File: src/organized_cloud_outlier_filter_defines.svh
// Assertion macros shared by the outlier filter RTL.
`ifndef ORGANIZED_CLOUD_OUTLIER_FILTER_DEFINES_SVH
`define ORGANIZED_CLOUD_OUTLIER_FILTER_DEFINES_SVH
`ifndef SYNTHESIS
`define OCOF_ASSERT_NEVER(name, cond) \
	name: assert property (@(posedge clk) disable iff (!arst_n) !(cond)) \
		else $error("ocof assertion failed");
`define OCOF_ASSERT_NEXT(name, trig, cons) \
	name: assert property (@(posedge clk) disable iff (!arst_n) (trig) |=> (cons)) \
		else $error("ocof assertion failed");
`else
`define OCOF_ASSERT_NEVER(name, cond)
`define OCOF_ASSERT_NEXT(name, trig, cons)
`endif
`endif

File: src/ocof_div.sv
// Iterative restoring divider, one quotient bit per cycle.
module ocof_div #(
	parameter int DW = 20
) (
	input  logic          clk,
	input  logic          arst_n,
	input  logic          start,
	input  logic [DW-1:0] dividend,
	input  logic [DW-1:0] divisor,
	output logic          done,
	output logic [DW-1:0] quotient,
	output logic [DW-1:0] remainder
);

	localparam int CW = $clog2(DW + 1);

	logic          busy_q;
	logic          done_q;
	logic [CW-1:0] cnt_q;
	logic [DW-1:0] quo_q;
	logic [DW-1:0] rem_q;
	logic [DW-1:0] dvs_q;
	logic [DW:0]   trial;
	logic [DW:0]   diff;
	logic          ge;
	logic [DW-1:0] nrem;

	always_comb begin
		trial = {rem_q, quo_q[DW-1]};
		diff  = trial - {1'b0, dvs_q};
		ge    = trial >= {1'b0, dvs_q};
		nrem  = ge ? diff[DW-1:0] : trial[DW-1:0];
	end

	always_ff @(posedge clk or negedge arst_n) begin
		if (!arst_n) begin
			busy_q <= 1'b0;
			done_q <= 1'b0;
			cnt_q  <= '0;
		end else begin
			done_q <= 1'b0;
			if (start) begin
				busy_q <= 1'b1;
				cnt_q  <= CW'(DW);
			end else if (busy_q) begin
				cnt_q <= cnt_q - 1'b1;
				if (cnt_q == CW'(1)) begin
					busy_q <= 1'b0;
					done_q <= 1'b1;
				end
			end
		end
	end

	always_ff @(posedge clk) begin
		if (start) begin
			quo_q <= dividend;
			dvs_q <= divisor;
			rem_q <= '0;
		end else if (busy_q) begin
			quo_q <= {quo_q[DW-2:0], ge};
			rem_q <= nrem;
		end
	end

	assign done      = done_q;
	assign quotient  = quo_q;
	assign remainder = rem_q;

endmodule
File: config.mk
export PLATFORM = sky130hd
export DESIGN_NAME = ocof_div
export DESIGN_NICKNAME = d
export VERILOG_FILES = /design/src/organized_cloud_outlier_filter_defines.svh /design/src/ocof_div.sv
export SDC_FILE = /design/constraint.sdc
export NUM_CORES = 1
export LEC_CHECK = 0
export ABC_AREA = 1
export BUFFER_PORTS_ARGS = -buffer_cell sky130_fd_sc_hd__buf_2
export CAP_MARGIN = 20
export CORE_UTILIZATION = 45
export DETAILED_ROUTE_END_ITERATION = 16
export PLACE_DENSITY_LB_ADDON = 0.08
export SYNTH_ARGS = -nofsm -noshare
export SYNTH_HDL_FRONTEND = slang
export SYNTH_SLANG_ARGS = --single-unit
export TNS_END_PERCENT = 5
File: constraint.sdc
create_clock -name clk -period 1.8 [get_ports clk]
set_input_delay 0.27 -clock clk [delete_from_list [all_inputs] [get_ports clk]]
set_output_delay 0.27 -clock clk [all_outputs]
set_load 0.03 [all_outputs]
After elaboration in Yosys (flattened, before gate mapping)
Index checks and enable logic that the tools add are counted.

Flip-flop bits (word level): 67. Bits in writable memories: 0. Input port bits: 43. Bits in read-only memories: 0. Bits in latches: 0. Memories: 0.

Magnitude comparators: 1. Add/subtract/negate cells: 2. Reductions and logical operators: 1. Bitwise logic cells: 0. Equal/unequal tests: 1. Multipliers: 0. Shift-type cells: 0. Div/mod/pow operators: 0. Muxes and demuxes: 11.

Operators with widths (count): $mux W20 (3); $ge A21 B20 Y1 (1); $sub A20 B20 Y20 (1); $mux W5 (2); $mux W1 (6); $eq A5 B1 Y1 const B (1); $sub A5 B1 Y5 const B (1); $reduce_bool A2 Y1 (1).

Depth between registers and ports, before layout
Depth after elaboration: 4. Depth in mapped cells: 15.

Worst setup path after synthesis
No wires, ideal clock.

Kind: register -> register. Start: register quo_q[19], in the netlist quotient[19]. End: register rem_q[8], in the netlist remainder[8]. Path buffers: 0. Period minus slack after synthesis: 2.045 ns. Data arrival time: 1.888 ns. Setup time: 0.157 ns. Slack: -0.245 ns. Stages on the path, launching flop included: 13. Cells stage by stage: edfxtp_1 -> inv_1 -> ha_1 -> fa_1 -> inv_1 -> nand3_1 -> nand3_1 -> nand2_1 -> nand2_1 -> xnor2_1 -> nand2_1 -> nand3_1 -> o21ai_1.

Cells in the longest elaborated chain, start to end: 2. Elaborated cells between the ends (all ways): 3. Those cells by class: 1 x add/sub; 1 x order compare; 1 x mux.

RTL lines: start, declared (RTL line ocof_div.sv:20) `logic [DW-1:0] quo_q;`; start signal, assigned (RTL line ocof_div.sv:57) `quo_q <= dividend;`; start signal, assigned (RTL line ocof_div.sv:61) `quo_q <= {quo_q[DW-2:0], ge};`; $sub A20 B20 Y20 / $ge A21 B20 Y1 (equally long branches) (RTL line ocof_div.sv:30, ocof_div.sv:31); $mux W20 * (RTL line ocof_div.sv:32) `nrem = ge ? diff[DW-1:0] : trial[DW-1:0];`; end signal, assigned (RTL line ocof_div.sv:62) `rem_q <= nrem;`; end, declared (RTL line ocof_div.sv:21) `logic [DW-1:0] rem_q;`.

Every way passes the cells marked *; elsewhere a longest branch is shown, timed or not. A chain may end at the register's enable or synchronous reset.

Final worst setup path
Start: register dvs_q[4]. End: register rem_q[11], in the netlist remainder[11].

Cells in the longest elaborated chain, start to end: 2. Elaborated cells between the ends (all ways): 3. Those cells by class: 1 x add/sub; 1 x order compare; 1 x mux.

RTL lines: start, declared (RTL line ocof_div.sv:22) `logic [DW-1:0] dvs_q;`; start signal, assigned (RTL line ocof_div.sv:58) `dvs_q <= divisor;`; $sub A20 B20 Y20 / $ge A21 B20 Y1 (equally long branches) (RTL line ocof_div.sv:30, ocof_div.sv:31); $mux W20 * (RTL line ocof_div.sv:32).

Marks and branches as above.

==> reports/qor.yml <==
logic_synthesis:
  synth_compound_area_share_pct: 4.45
  synth_nets: 623
  syn_area_per_cell_um2: 7.53
  synthCells: 557
  synth_xor_area_share_pct: 1.88
  syn_area_um2: 4190
  synthMuxAreaShare_pct: 0
  synth-seq-cells: 67
  ys_types: 36
  ys_seq_area_share_pct: 42.4
  synth_fa_ha_area_share_pct: 7.04
  yosys_warnings: 0
  synth_top_family_by_area: "simple AND/OR/NAND/NOR gates"
  synth-simple-area-share_pct: 33.1
global_routing:
  grt_pass1_vias: 3978
  overflow: 0
  antenna_found_initial: 0
  grt_start_max_net_pins: 32
  track_usage_pct: 23.4
  grt_pass1_wl_mm: 18.1
layout:
  layout_commonest_cell: "nand2_1"
  syn_to_final_growth_pct: 38.8
  drive_above_1_share_pct: 35.8
  n_antenna_cell: 0
  layout_common_cells: "182 x nand2_1, 84 x inv_1, 83 x buf_2"
  finalInstanceArea_um2: 5820
  final_net_count: 777
  final_util_pct: 65.5
floorplan:
  top_level_ports: 84
  dieHeight_um: 98.5
  start_util_pct: 47.2
  dieArea_um2: 9710
  rows: 34
  core_um2: 8890
  die_w_um: 98.5
clock_network:
  ctsLongestPathBuffers: 2
  clock_sinks: 67
  clk_latency_ns: 0.35
  htree_levels: 3
  clk_pin_slew_ns: 0.09
  cts_made_buffers: 9
  cts_tree: "built"
  cts_root_buffer: "clkbuf_8"
sta:
  hold_violations: 0
  fin_ws_ns: -0.0516
  drv_slew: 0
  tns_ns: -0.296
  relSlewSlack_pct: 75.0
  setup_viol: 12
  fin_crit_ns: 1.85
  rsz0062_at_grt: "yes"
  whs_ns: 0.0899
  fmax_mhz: 540
  skew_ns: 0.0166
  worst_slew_pin_slew_ns: 0.375
  post-route-period-util_pct: 103
worst_setup_path:
  cp-end-kind: "flip-flop"
  crit_required_ns: 2.04
  arrival_ns: 2.09
  critical_path_class: "reg2reg"
  start_kind: "flip-flop"
  crit_path_start: "dvs_q[4]"
  cp_max_fo: 9
  r2r_start: "dvs_q[4]"
routing:
  wl_per_cell_um: 13.1
  drt_iter0_drc: 141
  vias: 3992
  ant_nets: 0
  vias_per_cell: 4.84
  wirelength_mm: 10.8
  remaining_drc_errors: 0
  dr.pass1.iters: 6
pwr:
  p_leak_uw: 0.00303
  worst_ir_drop_vdd_uv: 556
  power_density_nw_per_um2: 1600
job:
  drv_cap: 0
outcome:
  violations: "setup timing"
  outcome: "complete, but fails checks"
placement:
  place_area_um2: 5220
  gp_congestion: 0.906
  dp.final_hpwl_mm: 8.07
  port_buffers: 83
worst_hold_path:
  hp-class: "in2reg"
  worstHoldStart: "divisor[2]"
[cell usage after synthesis, drive strengths merged]
library cell / number / area (um2)
o22ai: 1 / 6.26
edfxtp: 40 / 1200
dfrtp: 7 / 175
nand2: 204 / 793
o21a: 1 / 7.51
dfxtp: 20 / 400
fa: 1 / 20.0
nand4: 2 / 12.5
nand3b: 10 / 75.1
xor2: 1 / 8.76
a31oi: 1 / 6.26
inv: 95 / 357
xnor2: 8 / 70.1
nor4: 1 / 6.26
clkinv: 2 / 7.51
nor2: 33 / 134
ha: 22 / 275
nand3: 57 / 335
nor3: 5 / 30.0
clkbuf: 6 / 22.5
o21ai: 15 / 75.1
a21oi: 16 / 83.8
o21bai: 1 / 7.51
buf: 8 / 82.6
[per-layer routing]
metal  vias up  share of wire [%]  GRT usage, %
met5         -                  0             0
met4         0                1.2          5.86
met3        15                5.3          4.96
met2       109                 48          41.3
met1      1814                 45          29.2
li1       2054                  -             -
[cells by family (layout without fill, tap and decap cells)]
family	Yosys count	in the layout
compound gates	35	35
flops	67	67
buf+inv	111	270
xor+xnor	9	9
fa+ha+maj	23	23
simple gates	312	312
[timing repair]
| action | 4_1_cts | 5_1_grt |
|---|---|---|
| setup buffers | 2 | 0 |
| pin swaps | 1 | 0 |
| setup endpoints to repair | 21 | 21 |
| resized for setup | 36 | 29 |
| hold buffers | 1 | 0 |
| cloned | 0 | 0 |
| hold endpoints to repair | 7 | 0 |
[cell type report]
cell class,instances,area [um2]
Inverter,97,364
Fill cell,776,3070
Tap cell,108,135
Clock inverter,4,55.1
Timing Repair Buffer,157,1030
Clock buffer,12,178
Sequential cell,67,1780
Multi-Input combinational cell,379,2280
[worst paths after layout]
| check | endpoint | slack (ns) | depth (start not counted) |
|---|---|---|---|
| worst max-delay path | remainder[11] | -0.05 | 14 |
| worst min-delay path | dvs_q[2] | 0.09 | 1 |
| worst max register to register | remainder[11] | -0.05 | 14 |
| worst min register to register | remainder[19] | 0.49 | 2 |
| max in group asynchronous | cnt_q[2] | 1.36 | 2 |
| min in group asynchronous | cnt_q[1] | 0.27 | 2 |
[per-stage QoR]
stage | worst slack, ns | cells | total power, uW
2_1_floorplan | -0.108 | 557 | 5370
3_3_place_gp | -0.237 | 805 | 7140
3_5_place_dp | -0.220 | 805 | 7200
4_1_cts | -0.0692 | 824 | 9140
5_1_grt | -0.193 | 824 | 10000
6_report | -0.0516 | 824 | 9290
[registers in the layout, summed over array words and instances, names as in the netlist]
register   cells
done           1
quotient      20
busy_q         1
dvs_q         20
remainder     20
cnt_q          5
[critical path, cell delays in order, from the launching register on]
cell and delay [ns]:
edfxtp_1 0.33, inv_1 0.07, ha_4 0.30, nand2_2 0.08, nor2_2 0.12, nand2_1 0.07
nand3_2 0.08, nand2_2 0.07, nand2_2 0.10, nand2_4 0.08, nand2_4 0.09, buf_12 0.13
nand3_1 0.10, nand3_1 0.09, nand2_1 0.05
[power breakdown]
part / total (uW) / switching (uW) / internal [uW] / leakage [uW]
Combinational: 5650 / 3080 / 2580 / 0.00225
Sequential: 2210 / 247 / 1960 / 0.000664
Clock: 1430 / 618 / 814 / 0.000113
Total: 9290 / 3940 / 5350 / 0.00303
Power figures use the tool's default switching activity.
